==> src/rtl/core/dqm_pkg.sv <==
package dqm_pkg;

   // Field widths
   localparam int BYTES_W    = 32;
   localparam int BUDGET_W   = 48;
   localparam int OUT_CNT_W  = 48;
   localparam int PCT_W      = 10;
   localparam int ALERT_W    = 2;

   // Channel widths
   localparam int REQ_DATA_W = 64;
   localparam int REQ_USER_W = 2;
   localparam int RSP_DATA_W = 256;
   localparam int CSR_IDX_W  = 3;
   localparam int CSR_DATA_W = 48;

   // Percent arithmetic: x*100 needs 7 extra bits, 11 quotient bits detect saturation
   localparam int PCT_SCALE_W = 7;
   localparam int DIV_STEPS   = PCT_W + 1;
   localparam logic [PCT_W-1:0] PCT_MAX = '1;

   // Request kinds
   localparam logic FUNC_USAGE = 1'b0;
   localparam logic FUNC_RESET = 1'b1;

   // Alert codes
   localparam logic [ALERT_W-1:0] ALERT_NONE = 2'd0;
   localparam logic [ALERT_W-1:0] ALERT_WARN = 2'd1;
   localparam logic [ALERT_W-1:0] ALERT_CRIT = 2'd2;

   // Register indexes
   localparam logic [CSR_IDX_W-1:0] REG_BUDGET   = 3'd0;
   localparam logic [CSR_IDX_W-1:0] REG_WARN     = 3'd1;
   localparam logic [CSR_IDX_W-1:0] REG_CRIT     = 3'd2;
   localparam logic [CSR_IDX_W-1:0] REG_AUTO_AGG = 3'd3;
   localparam logic [CSR_IDX_W-1:0] REG_ALERT_EN = 3'd4;

   // Divider control and status
   typedef struct packed {
      logic start;
   } dqm_div_ctl_type;

   typedef struct packed {
      logic             done;
      logic [PCT_W-1:0] pct;
   } dqm_div_sts_type;

endpackage

==> src/rtl/core/dqm_pct_div.sv <==
module dqm_pct_div #(
   parameter int COUNT_WIDTH = 48
) (
   input  logic                           clock,
   input  logic                           reset,
   input  dqm_pkg::dqm_div_ctl_type       ctl,
   input  logic [COUNT_WIDTH-1:0]         dividend,
   input  logic [dqm_pkg::BUDGET_W-1:0]   divisor,
   output dqm_pkg::dqm_div_sts_type       sts
);
   import dqm_pkg::*;

   localparam int SHIFT_W = BUDGET_W + DIV_STEPS - 1;
   localparam int WW      = (COUNT_WIDTH + PCT_SCALE_W > SHIFT_W) ?
                            COUNT_WIDTH + PCT_SCALE_W : SHIFT_W;
   localparam int CNT_W   = $clog2(DIV_STEPS);

   logic [WW-1:0]        rem_ff, rem_in;
   logic [WW-1:0]        dvs_ff, dvs_in;
   logic [DIV_STEPS-1:0] quo_ff, quo_in;
   logic [CNT_W-1:0]     cnt_ff;
   logic                 busy_ff;
   logic                 done_ff;
   logic [WW-1:0]        scaled;
   logic                 ge;

   // Scale dividend by 100 with shifts: 64 + 32 + 4
   assign scaled = (WW'(dividend) << 6) + (WW'(dividend) << 5) + (WW'(dividend) << 2);
   assign ge     = (rem_ff >= dvs_ff);

   // One restoring step per cycle, divisor walks down from budget << 10
   always_comb begin
      rem_in = rem_ff;
      dvs_in = dvs_ff;
      quo_in = quo_ff;
      if (ctl.start) begin
         rem_in = scaled;
         dvs_in = WW'(divisor) << (DIV_STEPS - 1);
         quo_in = '0;
      end else if (busy_ff) begin
         rem_in = ge ? rem_ff - dvs_ff : rem_ff;
         dvs_in = dvs_ff >> 1;
         quo_in = {quo_ff[DIV_STEPS-2:0], ge};
      end
   end

   always_ff @(posedge clock) begin
      rem_ff <= rem_in;
      dvs_ff <= dvs_in;
      quo_ff <= quo_in;
   end

   // Step sequencer
   always_ff @(posedge clock) begin
      if (reset) begin
         busy_ff <= 1'b0;
         done_ff <= 1'b0;
         cnt_ff  <= '0;
      end else begin
         done_ff <= 1'b0;
         if (ctl.start) begin
            busy_ff <= 1'b1;
            cnt_ff  <= CNT_W'(DIV_STEPS - 1);
         end else if (busy_ff) begin
            if (cnt_ff == '0) begin
               busy_ff <= 1'b0;
               done_ff <= 1'b1;
            end
            cnt_ff <= cnt_ff - 1'b1;
         end
      end
   end

   // Top quotient bit set means 1024 or more: saturate
   assign sts.done = done_ff;
   assign sts.pct  = quo_ff[DIV_STEPS-1] ? PCT_MAX : quo_ff[PCT_W-1:0];

endmodule

==> src/rtl/core/data_quota_meter_core.sv <==
// Data quota meter: byte counters per session and per billing cycle with
// usage-percent alarms against a per-cycle budget.
// Request channel (req_*): tuser[0] selects record usage (0) or cycle reset
// (1), tuser[1] marks zero-rated traffic, tdata carries up and down bytes.
// Result channel (rsp_*): one item per request with percent, alert level,
// sticky aggressive flag and the five counters.
// Register channel (csr_*): always ready; write only while the block is idle.
// Flow: a usage item with a budget set passes through the add, divider load,
// 11 restoring steps of the percent divider (one quotient bit per cycle),
// result pick-up and output load; other items skip the divider. One item is
// in work at a time and req_tready is low from acceptance until the result
// is loaded, so a new item is taken only once the last one's result is loaded.
// The result sits in an output register; a stalled receiver holds it there,
// the next item may be accepted meanwhile and waits in its final state.
// Reset clears all counters, the percent and the aggressive flag, and loads
// register defaults: budget 0, warning 80, critical 95, auto-aggressive on,
// alerts off. No clearing pass is needed.
module data_quota_meter_core #(
   parameter int COUNT_WIDTH = 48
) (
   input  logic                             clock,
   input  logic                             reset,
   // req_tdata: up_bytes[31:0], down_bytes[63:32]
   input  logic                             req_tvalid,
   output logic                             req_tready,
   input  logic [dqm_pkg::REQ_DATA_W-1:0]   req_tdata,
   // req_tuser: func[0], is_zero_rated[1]
   input  logic [dqm_pkg::REQ_USER_W-1:0]   req_tuser,
   // rsp_tdata: percent[9:0], alert_level[11:10], force_aggressive[12],
   // cycle_down_total[60:13], cycle_up_total[108:61], session_down_total[156:109],
   // session_up_total[204:157], zero_rated_total[252:205], zero fill[255:253]
   output logic                             rsp_tvalid,
   input  logic                             rsp_tready,
   output logic [dqm_pkg::RSP_DATA_W-1:0]   rsp_tdata,
   input  logic                             csr_valid,
   output logic                             csr_ready,
   input  logic [dqm_pkg::CSR_IDX_W-1:0]    csr_index,
   input  logic [dqm_pkg::CSR_DATA_W-1:0]   csr_data
);
   import dqm_pkg::*;

   typedef enum logic [2:0] {
      ST_IDLE,
      ST_ADD,
      ST_LOAD,
      ST_DIV,
      ST_DONE
   } state_type;

   state_type              state_ff;

   // Configuration
   logic [BUDGET_W-1:0]    budget_ff;
   logic [PCT_W-1:0]       warn_ff;
   logic [PCT_W-1:0]       crit_ff;
   logic                   auto_agg_ff;
   logic                   alert_en_ff;

   // Latched request
   logic                   func_ff;
   logic                   zr_ff;
   logic [BYTES_W-1:0]     up_ff;
   logic [BYTES_W-1:0]     down_ff;

   // Metering state
   logic [COUNT_WIDTH-1:0] sess_up_ff, sess_down_ff, zr_sum_ff, cyc_up_ff, cyc_down_ff;
   logic [COUNT_WIDTH-1:0] sess_up_in, sess_down_in, zr_sum_in, cyc_up_in, cyc_down_in;
   logic [PCT_W-1:0]       pct_ff;
   logic                   agg_ff, agg_in;
   logic                   chk_ff;

   // Result register
   logic                   rsp_valid_ff;
   logic [RSP_DATA_W-1:0]  rsp_data_ff;

   logic [ALERT_W-1:0]     alert_in;
   logic                   rsp_free;
   logic                   req_fire;

   dqm_div_ctl_type        div_ctl;
   dqm_div_sts_type        div_sts;

   function automatic logic [COUNT_WIDTH-1:0] sat_add(input logic [COUNT_WIDTH-1:0] acc,
                                                      input logic [BYTES_W-1:0] inc);
      logic [COUNT_WIDTH:0] sum;
      sum = {1'b0, acc} + (COUNT_WIDTH+1)'(inc);
      return sum[COUNT_WIDTH] ? '1 : sum[COUNT_WIDTH-1:0];
   endfunction

   assign req_tready = (state_ff == ST_IDLE);
   assign req_fire   = req_tvalid && req_tready;
   assign rsp_free   = !rsp_valid_ff || rsp_tready;
   assign rsp_tvalid = rsp_valid_ff;
   assign rsp_tdata  = rsp_data_ff;
   assign csr_ready  = 1'b1;

   assign div_ctl.start = (state_ff == ST_LOAD);

   dqm_pct_div #(
      .COUNT_WIDTH(COUNT_WIDTH)
   ) u_div (
      .clock    (clock),
      .reset    (reset),
      .ctl      (div_ctl),
      .dividend (cyc_down_ff),
      .divisor  (budget_ff),
      .sts      (div_sts)
   );

   // Saturating counter updates
   always_comb begin
      sess_up_in   = sat_add(sess_up_ff, up_ff);
      sess_down_in = sat_add(sess_down_ff, down_ff);
      zr_sum_in    = zr_ff ? sat_add(zr_sum_ff, down_ff) : zr_sum_ff;
      cyc_up_in    = zr_ff ? cyc_up_ff : sat_add(cyc_up_ff, up_ff);
      cyc_down_in  = zr_ff ? cyc_down_ff : sat_add(cyc_down_ff, down_ff);
   end

   // Threshold check, critical first
   always_comb begin
      alert_in = ALERT_NONE;
      if (chk_ff && alert_en_ff) begin
         priority if (pct_ff >= crit_ff) alert_in = ALERT_CRIT;
         else if (pct_ff >= warn_ff)     alert_in = ALERT_WARN;
      end
      agg_in = agg_ff || ((alert_in == ALERT_CRIT) && auto_agg_ff);
   end

   // Register writes; unknown indexes drop
   always_ff @(posedge clock) begin
      if (reset) begin
         budget_ff   <= '0;
         warn_ff     <= PCT_W'(80);
         crit_ff     <= PCT_W'(95);
         auto_agg_ff <= 1'b1;
         alert_en_ff <= 1'b0;
      end else if (csr_valid && csr_ready) begin
         unique case (csr_index)
            REG_BUDGET:   budget_ff   <= csr_data[BUDGET_W-1:0];
            REG_WARN:     warn_ff     <= csr_data[PCT_W-1:0];
            REG_CRIT:     crit_ff     <= csr_data[PCT_W-1:0];
            REG_AUTO_AGG: auto_agg_ff <= csr_data[0];
            REG_ALERT_EN: alert_en_ff <= csr_data[0];
            default: ;
         endcase
      end
   end

   // Capture the request item
   always_ff @(posedge clock) begin
      if (req_fire) begin
         func_ff <= req_tuser[0];
         zr_ff   <= req_tuser[1];
         up_ff   <= req_tdata[BYTES_W-1:0];
         down_ff <= req_tdata[REQ_DATA_W-1:BYTES_W];
      end
   end

   // Sequencer, metering state and result register
   always_ff @(posedge clock) begin
      if (reset) begin
         state_ff     <= ST_IDLE;
         sess_up_ff   <= '0;
         sess_down_ff <= '0;
         zr_sum_ff    <= '0;
         cyc_up_ff    <= '0;
         cyc_down_ff  <= '0;
         pct_ff       <= '0;
         agg_ff       <= 1'b0;
         chk_ff       <= 1'b0;
         rsp_valid_ff <= 1'b0;
      end else begin
         // Drop the taken result unless a new one loads in this cycle
         if (rsp_valid_ff && rsp_tready && (state_ff != ST_DONE)) begin
            rsp_valid_ff <= 1'b0;
         end
         unique case (state_ff)
            ST_IDLE: begin
               if (req_fire) begin
                  state_ff <= ST_ADD;
               end
            end
            ST_ADD: begin
               chk_ff <= 1'b0;
               if (func_ff == FUNC_RESET) begin
                  cyc_up_ff   <= '0;
                  cyc_down_ff <= '0;
                  pct_ff      <= '0;
                  state_ff    <= ST_DONE;
               end else begin
                  sess_up_ff   <= sess_up_in;
                  sess_down_ff <= sess_down_in;
                  zr_sum_ff    <= zr_sum_in;
                  cyc_up_ff    <= cyc_up_in;
                  cyc_down_ff  <= cyc_down_in;
                  state_ff     <= (budget_ff != '0) ? ST_LOAD : ST_DONE;
               end
            end
            ST_LOAD: begin
               state_ff <= ST_DIV;
            end
            ST_DIV: begin
               if (div_sts.done) begin
                  pct_ff   <= div_sts.pct;
                  chk_ff   <= 1'b1;
                  state_ff <= ST_DONE;
               end
            end
            ST_DONE: begin
               if (rsp_free) begin
                  agg_ff       <= agg_in;
                  rsp_valid_ff <= 1'b1;
                  rsp_data_ff  <= {3'b000,
                                   OUT_CNT_W'(zr_sum_ff),
                                   OUT_CNT_W'(sess_up_ff),
                                   OUT_CNT_W'(sess_down_ff),
                                   OUT_CNT_W'(cyc_up_ff),
                                   OUT_CNT_W'(cyc_down_ff),
                                   agg_in, alert_in, pct_ff};
                  state_ff     <= ST_IDLE;
               end
            end
            default: state_ff <= ST_IDLE;
         endcase
      end
   end

endmodule

==> config.mk <==
export PLATFORM = sky130hd
export DESIGN_NAME = data_quota_meter_core
export DESIGN_NICKNAME = d
export VERILOG_FILES = /design/src/rtl/core/dqm_pkg.sv /design/src/rtl/core/dqm_pct_div.sv /design/src/rtl/core/data_quota_meter_core.sv
export SDC_FILE = /design/constraint.sdc
export NUM_CORES = 2
export LEC_CHECK = 0
export ABC_CLOCK_PERIOD_IN_PS = 15000
export BUFFER_PORTS_ARGS = -buffer_cell sky130_fd_sc_hd__clkbuf_2
export CORE_MARGIN = 3
export CORE_UTILIZATION = 49
export CTS_CLUSTER_DIAMETER = 150
export DETAILED_ROUTE_END_ITERATION = 8
export PLACE_DENSITY = 0.68
export SLEW_MARGIN = 20
export SYNTH_ARGS = -nofsm -noshare
export SYNTH_HDL_FRONTEND = slang
export SYNTH_HIERARCHICAL = 1
export SYNTH_SLANG_ARGS = --single-unit
==> constraint.sdc <==
create_clock -name clock -period 15 [get_ports clock]
set_input_delay 0.75 -clock clock [delete_from_list [all_inputs] [get_ports clock]]
set_output_delay 0.75 -clock clock [all_outputs]
set_load 0.01 [all_outputs]
# [Word-level counts from Yosys, hierarchy flattened]
# Index checks and enable logic that the tools add are counted.
[classes] bitwise_logic=3 n_reduce_logical=31 mux=38 n_addsub=9 eq_ne=15 order_cmp=3
[op_table] cell="$mux 48" count=9
[op_table] cell="$mux 58" count=5
[op_table] cell="$add 48x32->49" count=5
[op_table] cell="$add 58x50->58" count=1
[op_table] cell="$ge 58x58->1" count=1
[op_table] cell="$sub 58x58->58" count=1
[op_table] cell="$add 54x53->55" count=1
[op_table] cell="$reduce_bool 48->1" count=1
[op_table] cell="$mux 10" count=3
[op_table] cell="$ge 10x10->1" count=2
[op_table] cell="$pmux 10 s2" count=1
[op_table] cell="$reduce_and 2->1" count=10
[op_table] cell="$mux 3" count=5
[op_table] cell="$pmux 3 s5" count=1
[op_table] cell="$eq 3x2->1 const B" count=4
[op_table] cell="$reduce_and 3->1" count=4
[op_table] cell="$mux 1" count=9
[op_table] cell="$mux 4" count=2
[op_table] cell="$eq 3x1->1 const B" count=2
[op_table] cell="$eq 3x3->1 const B" count=2
[op_table] cell="$logic_not 3->1" count=2
[op_table] cell="$ne 2x2->1 const B" count=3
[op_table] cell="$reduce_bool 2->1" count=3
[op_table] cell="$logic_and 1x1->1" count=5
[op_table] cell="12 further kinds" count=17
[word_totals] word_cells=127 inputBits=122 register_bits=778 output_inout_bits=259

# [Depth between registers and ports, before layout]
[depth] ltp_word=7 ltp_mapped=15 depth_no_buf=15

# [Modules after synthesis]
# Netlist, hierarchy kept.
[by_module_without_submodules] mod="data_quota_meter_core" cells_each=3135 instances=1 seq_area_each_um2=16105.4 area_per_inst_um2=31584.0
[by_module_without_submodules] mod="dqm_pct_div" cells_each=1359 instances=1 seq_area_each_um2=3723.6 area_per_inst_um2=12448.2

# [Worst setup path after synthesis]
# Ideal clock, no wire load.
[synth_timing] path_kind="in2reg" start="input port reset" end="register agg_ff" path_stages=5 required_time_ps=14891 setup_slack_ps=2294 setup_time_ps=109 t_arrival_ps=12596 n_path_buf=1 cell_sequence="clkbuf_1 -> inv_2 -> nand2_1 -> nor2_1 -> a32o_1"
[synth_lines] item="from (decl)" line_no="data_quota_meter_core.sv:22" text="input logic reset,"
[synth_lines] item="to (signal assigned)" line_no="data_quota_meter_core.sv:211" text="agg_ff <= agg_in;"
[synth_lines] item="to (decl)" line_no="data_quota_meter_core.sv:69" text="logic agg_ff, agg_in;"

# [Worst setup path in the final report]
[layout_timing] start="register down_ff[29]" end="register sess_down_ff[28]"
[layout_between] elab_chain_cells=2
[layout_rtl] item="from (decl)" line_no="data_quota_meter_core.sv:63" text="logic [BYTES_W-1:0] down_ff;"
[layout_rtl] item="from (signal assigned)" line_no="data_quota_meter_core.sv:155" text="down_ff <= req_tdata[REQ_DATA_W-1:BYTES_W];"
[layout_rtl] item="$add 48x32->49" line_no="data_quota_meter_core.sv:86" text="sum = {1'b0, acc} + (COUNT_WIDTH+1)'(inc);"
[layout_rtl] item="$mux 48" line_no="data_quota_meter_core.sv:87" text="return sum[COUNT_WIDTH] ? '1 : sum[COUNT_WIDTH-1:0];"
[layout_rtl] item="to (signal assigned)" line_no="data_quota_meter_core.sv:192" text="sess_down_ff <= sess_down_in;"
[layout_rtl] item="to (decl)" line_no="data_quota_meter_core.sv:66" text="logic [COUNT_WIDTH-1:0] sess_up_ff, sess_down_ff, zr_sum_ff, cyc_up_ff, cyc_down_ff;"
# No other way between the ends.
# A chain may end at the register's enable or synchronous reset.

==> results.rst <==
.. list-table::
   :header-rows: 1

   * - Metric
     - Value
   * - Run status
     - finished, final reports clean
   * - Slowest stage delay, CP
     - 1.05 ns
   * - Post-synth EDFFs
     - 425
   * - Design internal power
     - 3.91 mW
   * - Quantity of hold-fixing buffers added after cts
     - 0
   * - Remaining number of nets flagged by the antenna check after routing
     - 0
   * - Critical-path top delay cell
     - sky130_fd_sc_hd__nand3_1
   * - Root buf cell
     - sky130_fd_sc_hd__clkbuf_16
   * - Hold violation count in the final report
     - 0
   * - Aggregate negative setup slack
     - 0 ns
   * - Endpoints failing setup
     - 0
   * - Worst hold path cell count
     - 1
   * - Number of pins with negative max-slew slack in the final report
     - 0
   * - Number of iterations in the first detailed-routing pass
     - 6
   * - Logic pwr share
     - 14.6%
   * - Most frequent CP cell
     - sky130_fd_sc_hd__nand3_1
   * - Via count of the first global-routing pass
     - 34000
   * - Floorplan Core Area
     - 0.0888 mm2
   * - Worst reg2reg startpoint
     - down_ff[29]$_DFFE_PP_
   * - Cell-by-cell listing of the critical path
     - ha_1 > nand3_1 > o21ai_0 > a21boi_0 > nand3_1 > nand2_1 > o22ai_1 > nor2_1
   * - Fraction of the yosys area taken by sequential cells
     - 45.0%
   * - Worst rel slew slack
     - 22.6%
   * - Number of buffers created by CTS
     - 87
   * - Core Rows
     - 109
   * - Capturing point of the worst reg2reg path
     - sess_down_ff[28]$_SDFFE_PP0P_
   * - Count of nets after finishing
     - 5255
   * - Last weighted congestion value of the routability-driven placer
     - 0.945
   * - Primary flip-flop cell chosen by synthesis mapping
     - sky130_fd_sc_hd__edfxtp_1
   * - Remaining routing DRC violations
     - 0
   * - Post-route total power
     - 5.38 mW
   * - Fraction of the cycle the final worst path needs
     - 32.1%
   * - Critical path launch point
     - down_ff[29]$_DFFE_PP_
   * - Number of cells on the critical path
     - 8
   * - Max Clock Skew
     - 0.0334 ns
   * - Category of the critical setup timing path
     - reg2reg
   * - Static leakage
     - 20.8 nW
   * - Die Y-Extent
     - 306 um
   * - Area added between synthesis and finish
     - 12.9%
   * - Count of filler cells inserted in the layout
     - 7889
   * - CP Capture Type
     - flop
   * - Worst-Skew Late Latency
     - 0.67 ns
   * - Mean post-synth cell area
     - 9.80 um2
   * - Post-CTS repair timing setup buffer count
     - 0
   * - Gate count after technology mapping
     - 4494
   * - GRT Total Usage
     - 26.6%
   * - Path class of the lowest-slack min-delay path
     - in2reg
   * - P_sw
     - 1.47 mW
   * - Buf+Inv Stages, Crit Path
     - 0
   * - Die Width
     - 306 um
   * - Worst R2R Setup Slack
     - 10.19 ns
   * - FMAX
     - 208 MHz
   * - Synthesized cell area
     - 0.0440 mm2
   * - Largest net degree at the start of global routing
     - 93
   * - Synth async-reset ratio
     - 0%
   * - Worst reg-to-reg path cell count
     - 8
   * - Power density relative to cell area
     - 108 mW/mm2
   * - Vias per cell
     - 5.94
   * - Post-synthesis register bit count
     - 778
   * - Total number of vias
     - 35800
   * - Number of distinct standard cells referenced by the synthesized netlist
     - 121
   * - Clock period minus worst slack
     - 4.81 ns
   * - Total global routing overflow
     - 0
   * - Maximum capacitance violations
     - 0
   * - Number of top-level pins
     - 381
   * - Arrival time of the worst setup path
     - 5.41 ns
   * - Data required time of the critical path
     - 15.59 ns
   * - Wire per inst
     - 21.2 um
   * - Unrepaired setup endpoints after global routing
     - false
   * - Overall routed net length
     - 128000 um
   * - Starting density of the core
     - 49.6%
   * - Antenna violations before repair
     - 3
   * - Clock-pin slew on the worst setup and hold paths
     - 0.07 ns
   * - Fraction of final layout cells with drive strength greater than 1
     - 13.3%
   * - Clk pwr share
     - 40.3%
   * - End point of the critical path
     - sess_down_ff[28]$_SDFFE_PP0P_
   * - First-pass GRT wire length
     - 197000 um
   * - Top delay family on crit path
     - compound AO/OA/AOI/OAI gates
   * - Post-detail-place hpwl
     - 94300 um
   * - CTS tree
     - built
   * - Number of resized instances in the post-cts repair step
     - 0
   * - Fraction of power consumed by sequential logic
     - 45.1%
   * - H-Tree Level Count
     - 3
   * - Largest fanout on the critical path
     - 20
   * - Switching power share of the total
     - 27.4%
   * - Initial DRC count
     - 3248
   * - Element type at the critical path start
     - flop
   * - Number of warning messages in the yosys log
     - 6
   * - Maximum number of buffers from clock root to sink
     - 3
   * - Slew at the pin closest to its max-slew limit
     - 1.15 ns
   * - Die area
     - 0.0935 mm2
   * - Maximum vdd drop
     - 0.000114 V
   * - Clock net sink count
     - 778
   * - Number of buffers inserted by port buffering
     - 376
[flip-flops by register name, indices dropped and copies added (netlist names), 11 cells and up]
| signal | flops |
|---|---|
| budget_ff | 48 |
| cyc_down_ff | 48 |
| cyc_up_ff | 48 |
| down_ff | 32 |
| rsp_tdata | 253 |
| sess_down_ff | 48 |
| sess_up_ff | 48 |
| u_div/dvs_ff | 58 |
| u_div/quo_ff | 11 |
| u_div/rem_ff | 58 |
| up_ff | 32 |
| zr_sum_ff | 48 |
[layer usage]
metal / routed length, um / share of wire, % / up-vias / global-route usage (%)
met5: 13 / 0.010 / - / 0
met4: 4550 / 3.6 / 2 / 9.19
met3: 7480 / 5.9 / 237 / 4.09
met2: 58200 / 46 / 1162 / 42.7
met1: 57400 / 45 / 17100 / 36.9
li1: - / - / 17300 / -
[through the flow]
stage | cell area [um2] | hold slack, ns | setup WS, ns | instances | utilization [%]
floorplan | 44000 | 0.406 | 2.29 | 4496 | -
global placement | 46800 | 0.443 | 10.27 | 5866 | 52.7
detailed placement | 46800 | 0.444 | 10.22 | 5866 | 52.7
CTS | 49700 | 0.223 | 10.20 | 6027 | 56.0
global route | 49700 | 0.230 | 9.98 | 6027 | 56.0
finish | 49700 | 0.259 | 10.19 | 6028 | 56.0
[synthesized netlist by cell type (all sizes together) (85+ instances only)]
cell type,n,area share [%]
a21o,154,2.6
a21oi,479,5.5
a31oi,85,1.2
clkbuf,152,1.3
dfxtp,353,16
edfxtp,425,29
ha,292,8.3
inv,173,1.5
nand2,496,4.3
nand3,94,1.1
nor2,221,1.9
o21ai,338,3.9
xnor2,135,2.7
xor2,107,2.1
[cell usage in the layout (no fill, tap or decap), types with 94 or more instances in the layout]
cell type                  instances
sky130_fd_sc_hd__xnor2_1         135
sky130_fd_sc_hd__o21ai_0         287
sky130_fd_sc_hd__a21oi_1         474
sky130_fd_sc_hd__ha_1            292
sky130_fd_sc_hd__xor2_1          107
sky130_fd_sc_hd__dfxtp_1         353
sky130_fd_sc_hd__inv_1           170
sky130_fd_sc_hd__nor2_1          216
sky130_fd_sc_hd__nand3_1          94
sky130_fd_sc_hd__nand2_1         490
sky130_fd_sc_hd__a21o_1          153
sky130_fd_sc_hd__edfxtp_1        425
sky130_fd_sc_hd__clkbuf_2        375
[layout make-up]
cell class                 count  area (um2)  share of cell area [%]
inverter                     173         649                    1.31
tap                         1165        1460                    2.93
timing repair buffer         405        2110                    4.24
multi-input combinational   3345       22800                    45.8
clock buffer                 114        2420                    4.88
sequential                   778       19800                    39.9
antenna                        1        2.50                 0.00503
clock inverter                47         464                   0.934
[power by group through the flow]
stage               clock network (mW)  logic, mW  registers, mW
CTS                               2.22      0.776           2.43
global route                      2.30      0.871           2.43
detailed placement                   0      0.770           2.47
finish                            2.17      0.783           2.43
global placement                     0      0.765           2.47
floorplan                            0      0.581           2.44
[worst min path at each step]
stage                                           from                       end  slack, ns
after CTS                              req_tdata[51]     down_ff[19]$_DFFE_PP_       0.22
after global routing                   req_tdata[51]     down_ff[19]$_DFFE_PP_       0.23
after detailed placement  sess_up_ff[3]$_SDFFE_PP0P_  rsp_tdata[160]$_DFFE_PP_       0.44
after global placement       warn_ff[9]$_SDFFE_PP0P_   warn_ff[9]$_SDFFE_PP0P_       0.44
after floorplan           cyc_up_ff[38]$_SDFFE_PP0P_   rsp_tdata[99]$_DFFE_PP_       0.41
final                                  req_tdata[33]      down_ff[1]$_DFFE_PP_       0.26
[kinds of logic after synthesis]
kind of cell / share of synthesized area (%)
xor+xnor: 4.81
fa+ha+maj: 10.6
other cells: 0.0171
buf+inv: 3.40
mux: 1.01
simple gates: 13.6
flops: 45.0
compound gates: 21.5
No activity file was read; power rests on OpenSTA's default activity.
